**config.mk**
```make
export PLATFORM = sky130hd
export DESIGN_NAME = ascii_radix_converter
export DESIGN_NICKNAME = d
export VERILOG_FILES = /design/src/design/arc_pkg.sv /design/src/design/arc_datapath.sv /design/src/design/arc_ctrl.sv /design/src/design/ascii_radix_converter.sv
export VERILOG_INCLUDE_DIRS = /design/src /design/src/design
export SDC_FILE = /design/constraint.sdc
export NUM_CORES = 1
export LEC_CHECK = 0
export BUFFER_PORTS_ARGS = -buffer_cell sky130_fd_sc_hd__buf_2
export CAP_MARGIN = 0
export CORE_MARGIN = 10
export CORE_UTILIZATION = 50
export DETAILED_ROUTE_END_ITERATION = 10
export PLACE_DENSITY = 0.79
export SLEW_MARGIN = 10
export SYNTH_ARGS = -nofsm -noshare
export SYNTH_HDL_FRONTEND = slang
export SYNTH_SLANG_ARGS = --single-unit
```
**constraint.sdc**
```tcl
create_clock -name aclk -period 7.28 [get_ports aclk]
set_clock_uncertainty 0.05 [all_clocks]
set_input_delay 0.364 -clock aclk [delete_from_list [all_inputs] [get_ports aclk]]
set_output_delay 0.364 -clock aclk [all_outputs]
set_load 0.1 [all_outputs]
```
**src/design/assert_macros.svh**
```systemverilog
// ----------------------------------------------------------------------------
// Assertion macros
// Shared concurrent assertion forms used by the controller.
// ----------------------------------------------------------------------------
`ifndef ASSERT_MACROS_SVH
`define ASSERT_MACROS_SVH

// Same-cycle implication, disabled while reset is active.
`define ASSERT_IMP(label, clk, rst_n, ante, cons) \
    label: assert property (@(posedge clk) disable iff (!(rst_n)) (ante) |-> (cons)) \
        else $error("assertion failed");

// Next-cycle implication, disabled while reset is active.
`define ASSERT_NEXT(label, clk, rst_n, ante, cons) \
    label: assert property (@(posedge clk) disable iff (!(rst_n)) (ante) |=> (cons)) \
        else $error("assertion failed");

`endif

```
**src/design/arc_pkg.sv**
```systemverilog
// ----------------------------------------------------------------------------
// ASCII radix converter package
// Shared types, character constants and a helper function.
// ----------------------------------------------------------------------------
package arc_pkg;

    localparam int VALUE_BITS_DEFAULT = 16;
    localparam int CHAR_W             = 8;
    localparam int NUMBER_W           = 16;
    localparam int RADIX_W            = 2;
    localparam int KIND_W             = 2;
    localparam int HEX_LETTER_BASE    = 10;

    localparam logic [CHAR_W-1:0] CH_ZERO = 8'd48;
    localparam logic [CHAR_W-1:0] CH_NINE = 8'd57;
    localparam logic [CHAR_W-1:0] CH_A    = 8'd65;

    typedef enum logic [RADIX_W-1:0] {
        RADIX_BIN = 2'd0,
        RADIX_DEC = 2'd1,
        RADIX_HEX = 2'd2
    } radix_t;

    typedef enum logic [KIND_W-1:0] {
        KIND_VALUE = 2'd0,
        KIND_BIN   = 2'd1,
        KIND_HEX   = 2'd2
    } kind_t;

    typedef enum logic [2:0] {
        S_IDLE,
        S_SCAN,
        S_REPORT,
        S_BIN,
        S_HEX
    } state_t;

    typedef struct packed {
        logic  fold;
        logic  scan;
        logic  emit;
        kind_t kind;
    } dp_cmd_t;

    typedef struct packed {
        logic bin_done;
        logic hex_done;
        logic bin_zero;
        logic bin_last;
        logic hex_last;
    } dp_status_t;

    function automatic logic [CHAR_W-1:0] hex_char(input logic [3:0] d);
        logic [CHAR_W-1:0] c;
        if (d < 4'(HEX_LETTER_BASE)) begin
            c = CH_ZERO + CHAR_W'(d);
        end else begin
            c = CH_A + CHAR_W'(d) - CHAR_W'(HEX_LETTER_BASE);
        end
        return c;
    endfunction

endpackage

```
**src/design/arc_datapath.sv**
```systemverilog
// ----------------------------------------------------------------------------
// ASCII radix converter datapath
// Radix register, accumulator, leading-zero scan shifters and output register.
// ----------------------------------------------------------------------------
module arc_datapath #(
    parameter int VALUE_BITS = arc_pkg::VALUE_BITS_DEFAULT
) (
    input  logic                              aclk,
    input  logic                              aresetn,
    input  logic                              cfg_we,
    input  logic [arc_pkg::RADIX_W-1:0]       cfg_wdata,
    input  logic [arc_pkg::CHAR_W-1:0]        s_char_code,
    input  logic                              s_last_char,
    input  arc_pkg::dp_cmd_t                  cmd,
    output arc_pkg::dp_status_t               status,
    output logic [arc_pkg::KIND_W-1:0]        m_result_kind,
    output logic [arc_pkg::NUMBER_W-1:0]      m_number_value,
    output logic [arc_pkg::CHAR_W-1:0]        m_digit_char,
    output logic                              m_last_of_run
);

    localparam int NIB    = (VALUE_BITS + 3) / 4;
    localparam int HEX_W  = 4 * NIB;
    localparam int BCNT_W = $clog2(VALUE_BITS + 1);
    localparam int HCNT_W = $clog2(NIB + 1);

    arc_pkg::radix_t             radix_reg;
    logic [VALUE_BITS-1:0]       acc_reg;
    logic [VALUE_BITS-1:0]       val_reg;
    logic [VALUE_BITS-1:0]       bin_sh_reg;
    logic [HEX_W-1:0]            hex_sh_reg;
    logic [BCNT_W-1:0]           bin_cnt_reg;
    logic [HCNT_W-1:0]           hex_cnt_reg;
    logic [arc_pkg::KIND_W-1:0]  kind_reg;
    logic [arc_pkg::NUMBER_W-1:0] number_reg;
    logic [arc_pkg::CHAR_W-1:0]  char_reg;
    logic                        last_reg;

    logic                        is_hex;
    logic                        is_dec_char;
    logic [VALUE_BITS-1:0]       char_ext;
    logic [VALUE_BITS-1:0]       digit;
    logic [VALUE_BITS-1:0]       scaled;
    logic [VALUE_BITS-1:0]       acc_next;
    logic                        bin_msb;
    logic [3:0]                  hex_top;
    logic [arc_pkg::CHAR_W-1:0]  char_next;
    logic                        last_next;

    assign is_hex      = (radix_reg != arc_pkg::RADIX_BIN) && (radix_reg != arc_pkg::RADIX_DEC);
    assign is_dec_char = (s_char_code >= arc_pkg::CH_ZERO) && (s_char_code <= arc_pkg::CH_NINE);
    assign char_ext    = VALUE_BITS'(s_char_code);

    always_comb begin
        if (is_hex && !is_dec_char) begin
            digit = char_ext - VALUE_BITS'(arc_pkg::CH_A)
                  + VALUE_BITS'(arc_pkg::HEX_LETTER_BASE);
        end else begin
            digit = char_ext - VALUE_BITS'(arc_pkg::CH_ZERO);
        end
    end

    always_comb begin
        unique case (radix_reg)
            arc_pkg::RADIX_BIN: scaled = acc_reg << 1;
            arc_pkg::RADIX_DEC: scaled = (acc_reg << 3) + (acc_reg << 1);
            default:            scaled = acc_reg << 4;
        endcase
    end

    assign acc_next = scaled + digit;

    assign bin_msb = bin_sh_reg[VALUE_BITS-1];
    assign hex_top = hex_sh_reg[HEX_W-1 -: 4];

    assign status.bin_done = (bin_cnt_reg == '0) || bin_msb;
    assign status.hex_done = (hex_cnt_reg == '0) || (hex_top != 4'd0);
    assign status.bin_zero = (bin_cnt_reg == '0);
    assign status.bin_last = (bin_cnt_reg == BCNT_W'(1));
    assign status.hex_last = (hex_cnt_reg == HCNT_W'(1));

    always_comb begin
        unique case (cmd.kind)
            arc_pkg::KIND_VALUE: begin
                char_next = '0;
                last_next = status.bin_zero;
            end
            arc_pkg::KIND_BIN: begin
                char_next = arc_pkg::CH_ZERO + arc_pkg::CHAR_W'(bin_msb);
                last_next = 1'b0;
            end
            default: begin
                char_next = arc_pkg::hex_char(hex_top);
                last_next = status.hex_last;
            end
        endcase
    end

    always_ff @(posedge aclk) begin
        if (!aresetn) begin
            radix_reg <= arc_pkg::RADIX_DEC;
            acc_reg   <= '0;
        end else begin
            if (cfg_we) begin
                radix_reg <= arc_pkg::radix_t'(cfg_wdata);
            end
            if (cmd.fold) begin
                acc_reg <= s_last_char ? '0 : acc_next;
            end
        end
    end

    always_ff @(posedge aclk) begin
        if (cmd.fold && s_last_char) begin
            val_reg     <= acc_next;
            bin_sh_reg  <= acc_next;
            hex_sh_reg  <= HEX_W'(acc_next);
            bin_cnt_reg <= BCNT_W'(VALUE_BITS);
            hex_cnt_reg <= HCNT_W'(NIB);
        end else if (cmd.scan) begin
            if (!status.bin_done) begin
                bin_sh_reg  <= bin_sh_reg << 1;
                bin_cnt_reg <= bin_cnt_reg - BCNT_W'(1);
            end
            if (!status.hex_done) begin
                hex_sh_reg  <= hex_sh_reg << 4;
                hex_cnt_reg <= hex_cnt_reg - HCNT_W'(1);
            end
        end else if (cmd.emit && cmd.kind == arc_pkg::KIND_BIN) begin
            bin_sh_reg  <= bin_sh_reg << 1;
            bin_cnt_reg <= bin_cnt_reg - BCNT_W'(1);
        end else if (cmd.emit && cmd.kind == arc_pkg::KIND_HEX) begin
            hex_sh_reg  <= hex_sh_reg << 4;
            hex_cnt_reg <= hex_cnt_reg - HCNT_W'(1);
        end
    end

    always_ff @(posedge aclk) begin
        if (cmd.emit) begin
            kind_reg   <= cmd.kind;
            number_reg <= arc_pkg::NUMBER_W'(val_reg);
            char_reg   <= char_next;
            last_reg   <= last_next;
        end
    end

    assign m_result_kind  = kind_reg;
    assign m_number_value = number_reg;
    assign m_digit_char   = char_reg;
    assign m_last_of_run  = last_reg;

endmodule

```
**src/design/arc_ctrl.sv**
```systemverilog
// ----------------------------------------------------------------------------
// ASCII radix converter controller
// Sequences folding, the leading-zero scan and the output transactions.
// ----------------------------------------------------------------------------
`include "assert_macros.svh"

module arc_ctrl (
    input  logic                aclk,
    input  logic                aresetn,
    input  logic                s_valid,
    input  logic                s_last_char,
    output logic                s_ready,
    output logic                m_valid,
    input  logic                m_ready,
    input  arc_pkg::dp_status_t status,
    output arc_pkg::dp_cmd_t    cmd
);

    arc_pkg::state_t state_reg;
    arc_pkg::state_t state_next;
    logic            m_valid_reg;
    logic            m_valid_next;
    logic            out_free;

    assign out_free = !m_valid_reg || m_ready;

    always_comb begin
        state_next = state_reg;
        unique case (state_reg)
            arc_pkg::S_IDLE: begin
                if (s_valid && s_last_char) begin
                    state_next = arc_pkg::S_SCAN;
                end
            end
            arc_pkg::S_SCAN: begin
                if (status.bin_done && status.hex_done) begin
                    state_next = arc_pkg::S_REPORT;
                end
            end
            arc_pkg::S_REPORT: begin
                if (out_free) begin
                    state_next = status.bin_zero ? arc_pkg::S_IDLE : arc_pkg::S_BIN;
                end
            end
            arc_pkg::S_BIN: begin
                if (out_free && status.bin_last) begin
                    state_next = arc_pkg::S_HEX;
                end
            end
            arc_pkg::S_HEX: begin
                if (out_free && status.hex_last) begin
                    state_next = arc_pkg::S_IDLE;
                end
            end
            default: state_next = arc_pkg::S_IDLE;
        endcase
    end

    always_comb begin
        s_ready  = 1'b0;
        cmd.fold = 1'b0;
        cmd.scan = 1'b0;
        cmd.emit = 1'b0;
        cmd.kind = arc_pkg::KIND_VALUE;
        unique case (state_reg)
            arc_pkg::S_IDLE: begin
                s_ready  = 1'b1;
                cmd.fold = s_valid;
            end
            arc_pkg::S_SCAN: begin
                cmd.scan = 1'b1;
            end
            arc_pkg::S_REPORT: begin
                cmd.emit = out_free;
                cmd.kind = arc_pkg::KIND_VALUE;
            end
            arc_pkg::S_BIN: begin
                cmd.emit = out_free;
                cmd.kind = arc_pkg::KIND_BIN;
            end
            arc_pkg::S_HEX: begin
                cmd.emit = out_free;
                cmd.kind = arc_pkg::KIND_HEX;
            end
            default: begin
                s_ready = 1'b0;
            end
        endcase
    end

    always_comb begin
        if (cmd.emit) begin
            m_valid_next = 1'b1;
        end else if (m_ready) begin
            m_valid_next = 1'b0;
        end else begin
            m_valid_next = m_valid_reg;
        end
    end

    always_ff @(posedge aclk) begin
        if (!aresetn) begin
            state_reg   <= arc_pkg::S_IDLE;
            m_valid_reg <= 1'b0;
        end else begin
            state_reg   <= state_next;
            m_valid_reg <= m_valid_next;
        end
    end

    assign m_valid = m_valid_reg;

    `ASSERT_IMP(a_emit_slot_free, aclk, aresetn, cmd.emit, !m_valid_reg || m_ready)
    `ASSERT_IMP(a_bin_has_bits, aclk, aresetn, state_reg == arc_pkg::S_BIN, !status.bin_zero)
    `ASSERT_IMP(a_hex_after_bin, aclk, aresetn, state_reg == arc_pkg::S_HEX, status.bin_zero)

endmodule

```
**src/design/ascii_radix_converter.sv**
```systemverilog
// ----------------------------------------------------------------------------
// ASCII radix converter
// Folds ASCII digits into a value and reports it as binary and hex digits.
// ----------------------------------------------------------------------------
// The input channel (s_valid/s_ready) carries one ASCII digit per transaction,
// most significant first, with s_last_char on the final digit. cfg_we and
// cfg_wdata set the input radix (0 binary, 1 decimal, 2 or 3 hexadecimal)
// and must only be written while the block is idle.
// A digit that is not last is folded into the accumulator, so digits can
// arrive every cycle. On the last digit the block scans the value for leading
// zeros, one bit and one nibble per cycle. After the scan, once the output
// register is free, the value report is sent on the result channel
// (m_valid/m_ready). It is followed by one transaction per significant binary
// digit and one per significant hex digit, at most one per cycle; a zero value
// gives only the report. No new digit is taken until the last result is loaded
// into the output register; a stalled receiver holds that register and the
// sequence.
// Reset sets the radix to decimal and clears the accumulator; no clearing
// pass is needed.
// ----------------------------------------------------------------------------
module ascii_radix_converter #(
    parameter int VALUE_BITS = arc_pkg::VALUE_BITS_DEFAULT
) (
    input  logic                         aclk,
    input  logic                         aresetn,
    input  logic                         cfg_we,
    input  logic [arc_pkg::RADIX_W-1:0]  cfg_wdata,
    input  logic                         s_valid,
    output logic                         s_ready,
    input  logic [arc_pkg::CHAR_W-1:0]   s_char_code,
    input  logic                         s_last_char,
    output logic                         m_valid,
    input  logic                         m_ready,
    output logic [arc_pkg::KIND_W-1:0]   m_result_kind,
    output logic [arc_pkg::NUMBER_W-1:0] m_number_value,
    output logic [arc_pkg::CHAR_W-1:0]   m_digit_char,
    output logic                         m_last_of_run
);

    arc_pkg::dp_cmd_t    cmd;
    arc_pkg::dp_status_t status;

    arc_ctrl u_ctrl (
        .aclk        (aclk),
        .aresetn     (aresetn),
        .s_valid     (s_valid),
        .s_last_char (s_last_char),
        .s_ready     (s_ready),
        .m_valid     (m_valid),
        .m_ready     (m_ready),
        .status      (status),
        .cmd         (cmd)
    );

    arc_datapath #(
        .VALUE_BITS (VALUE_BITS)
    ) u_datapath (
        .aclk           (aclk),
        .aresetn        (aresetn),
        .cfg_we         (cfg_we),
        .cfg_wdata      (cfg_wdata),
        .s_char_code    (s_char_code),
        .s_last_char    (s_last_char),
        .cmd            (cmd),
        .status         (status),
        .m_result_kind  (m_result_kind),
        .m_number_value (m_number_value),
        .m_digit_char   (m_digit_char),
        .m_last_of_run  (m_last_of_run)
    );

endmodule
```
==> results.py <==
metrics = {
    "outcome": {
        "status": "completed",
    },
    "power": {
        "power_mw": 2.27,
        "power_density_mw_per_mm2": 335,
        "total_leakage_power_nw": 2.82,
        "irDropWorstVdd_v": 0.000177,
    },
    "job": {
        "cap_violations": 0,
    },
    "floorplan": {
        "core_mm2": 0.0120,
        "die_w_um": 131,
        "dieArea_mm2": 0.0171,
        "rows": 40,
        "ios": 45,
        "die_y_um": 131,
        "start_util": 0.512,
    },
    "finish": {
        "final_cell_mix": "edfxtp_1 (74), nand2_1 (57), buf_2 (43)",
        "fillerInstances": 1025,
        "n_antenna_cell": 0,
        "design_area_mm2": 0.00676,
        "final_util": 0.563,
        "layout-drive-gt1-share": 0.128,
        "fin_nets": 702,
        "final_common_cell": "edfxtp_1",
        "area_growth_pct": 10.1,
    },
    "synthesis": {
        "yosysTopAreaCell": "edfxtp_1",
        "async_flop_share": 0,
        "synthesis.area_mm2": 0.00615,
        "synth-seq-cells": 103,
        "synthCells": 612,
        "synth_nets": 669,
        "yosys.area.top_type_share": 0.362,
        "synth-seq-area-share": 0.456,
        "yosysUniqueCellTypes": 69,
        "yosys_warnings": 0,
        "synth_top_flop_cell": "edfxtp_1",
        "synth_area_leaders": "edfxtp_1 (36%), dfxtp_1 (9.4%), ha_1 (7.9%), xnor2_1 (3.6%), nand2_1 (3.5%)",
        "synth_edf_count": 74,
        "syn_area_per_cell_um2": 10.0,
    },
    "grt": {
        "overflow": 0,
        "grt_antenna_before_repair": 0,
        "groute.usage.overall": 0.154,
        "grt_max_degree": 37,
        "grt_pass1_vias": 4498,
        "grt_pass1_wl_um": 21400,
    },
    "critical_path": {
        "arrival_ns": 5.02,
        "reg2reg_to": "u_datapath.bin_sh_reg[15]$_DFFE_PP_",
        "critPathCaptureType": "flop",
        "cp-start-kind": "input pin",
        "r2r_cells": 20,
        "worstSetupPathType": "in -> reg",
        "worstPathRequired_ns": 7.34,
        "r2r_start": "u_datapath.acc_reg[2]$_SDFFE_PN0P_",
        "reg2reg_setup_slack_ns": 2.97,
        "critPathMaxFanout": 5,
    },
    "drt": {
        "drt_iter0_drc": 327,
        "postRouteWirelength_um": 12900,
        "wl_per_cell_um": 16.2,
        "ant_nets": 0,
        "firstDrtPassIters": 5,
        "drc_errors": 0,
        "num_vias": 4641,
        "vias_per_cell": 5.82,
    },
    "sta": {
        "max_freq_mhz": 201,
        "maxSlewViolCount": 0,
        "tns_ns": 0,
        "final-setup-viol-count": 0,
        "rsz0062_at_grt": "no",
        "relSlewSlack": 0.194,
        "finalCriticalPeriod_ns": 4.96,
        "period_share": 0.682,
        "finalHoldViolCount": 0,
        "tightestPinTransition_ns": 1.21,
    },
    "clock_network": {
        "cts-root-buf": "clkbuf_16",
        "cts.sinks": 103,
        "path_clk_slew_ns": 0.07,
        "cts.repair.resized": 0,
        "cts_tree": "done",
        "htree_levels": 3,
        "post-cts-setup-buffers": 0,
        "cts_buffer_depth": 2,
        "clk_latency_ns": 0.34,
        "ctsHoldBuffers": 0,
        "cts_made_buffers": 9,
    },
    "placement": {
        "placed_cell_area_mm2": 0.00647,
        "port_buffers": 43,
        "place_congestion": 0.932,
        "dpl.hpwl_um": 9630,
    },
    "min_path": {
        "min_from": "cfg_wdata[0]",
        "hold_path_end": "u_datapath.radix_reg[0]$_SDFFE_PN1P_",
        "hold_class": "in -> reg",
        "hold_depth": 3,
    },
}
[synth_stat cells, drive strengths merged (3+ instances only)]
cell type and n:
edfxtp 74, nand2 57, nor2 42, a21oi 39, ha 39, inv 37, o21ai 34, dfxtp 29
nor2b 26, xnor2 26, a21o 25, clkbuf 20, and2 13, a211oi 12, a22oi 12, nor3 12
xor2 10, nand3 9, mux2i 8, nand2b 7, nor3b 6, a21boi 5, buf 5, mux2 5
o21bai 5, or3 5, o31ai 4, a31oi 3, o211ai 3, o21a 3, o311ai 3, o31a 3
[logic make-up (layout without fill, tap and decap cells)]
| kind of cell | Yosys count | count (layout) | share of synthesized area |
|---|---|---|---|
| other | 1 | 1 | 0.000610 |
| muxes | 13 | 13 | 0.0222 |
| DFF | 103 | 103 | 0.456 |
| buffers and inverters | 63 | 101 | 0.0403 |
| AOI/OAI and AO/OA | 170 | 170 | 0.191 |
| and+or+nand+nor | 185 | 185 | 0.152 |
| xor gates and xnor gates | 36 | 36 | 0.0525 |
| adders and majority gates | 41 | 41 | 0.0859 |
[worst max-delay path: stages]
cell and delay [ns]:
buf_2 0.13, inv_1 0.08, ha_1 0.22, xor2_1 0.23
ha_1 0.28, nor3_1 0.06, a221o_2 0.33, a21oi_1 0.35
mux2_2 0.38, a221oi_1 0.25, mux2i_1 0.13, xnor2_1 0.18
ha_1 0.35, a21o_1 0.20, a21o_1 0.17, a21oi_1 0.16
o31a_1 0.24, a221oi_1 0.12, a311oi_1 0.46, nor2_1 0.15
a21o_1 0.18
[power breakdown]
part           internal [mW]  total (mW)  leakage, nW  switching (mW)
clock                  0.240       0.464        0.140           0.225
sequential             0.828       0.904        0.930          0.0766
combinational          0.261       0.900         1.75           0.639
total                   1.33        2.27         2.82           0.940
[layer usage]
metal / global-route usage / up-vias / part of all wire
met3: 0.0379 / 27 / 0.065
li1: - / 2269 / -
met4: 0.0484 / 0 / 0.019
met5: 0 / - / 0
met1: 0.193 / 2190 / 0.45
met2: 0.256 / 155 / 0.46
[how the worst max path moves through the flow]
stage               slack, ns                              from                                  end  cells after the start
finish                   2.32                    s_char_code[1]  u_datapath.bin_sh_reg[14]$_DFFE_PP_                     21
global route             2.03                    s_char_code[0]  u_datapath.bin_sh_reg[14]$_DFFE_PP_                     21
CTS                      2.39                    s_char_code[1]  u_datapath.bin_sh_reg[14]$_DFFE_PP_                     21
detailed placement       2.10                    s_char_code[0]  u_datapath.bin_sh_reg[14]$_DFFE_PP_                     21
global placement         2.33                    s_char_code[0]  u_datapath.hex_sh_reg[14]$_DFFE_PP_                     21
floorplan                2.47  u_ctrl.state_reg[1]$_SDFFE_PN0P_      u_datapath.val_reg[0]$_DFFE_PP_                      6
[layout make-up]
class | instances | area [um2] | share of cell area
multi-input cells | 446 | 3100 | 0.458
flip-flops and latches | 103 | 2800 | 0.414
repair buffers | 47 | 245 | 0.0363
clock buffers | 9 | 225 | 0.0333
well taps | 147 | 184 | 0.0272
inverters | 38 | 143 | 0.0211
clock inverters | 7 | 65.1 | 0.00962
[through the flow]
step / hold slack, ns / setup WS [ns] / std cells
global route: 0.231 / 2.03 / 797
global placement: 0.353 / 2.33 / 781
CTS: 0.192 / 2.39 / 797
finish: 0.197 / 2.32 / 797
detailed placement: 0.355 / 2.10 / 781
floorplan: 0.350 / 2.47 / 612
(Power assumes the default switching activity.)
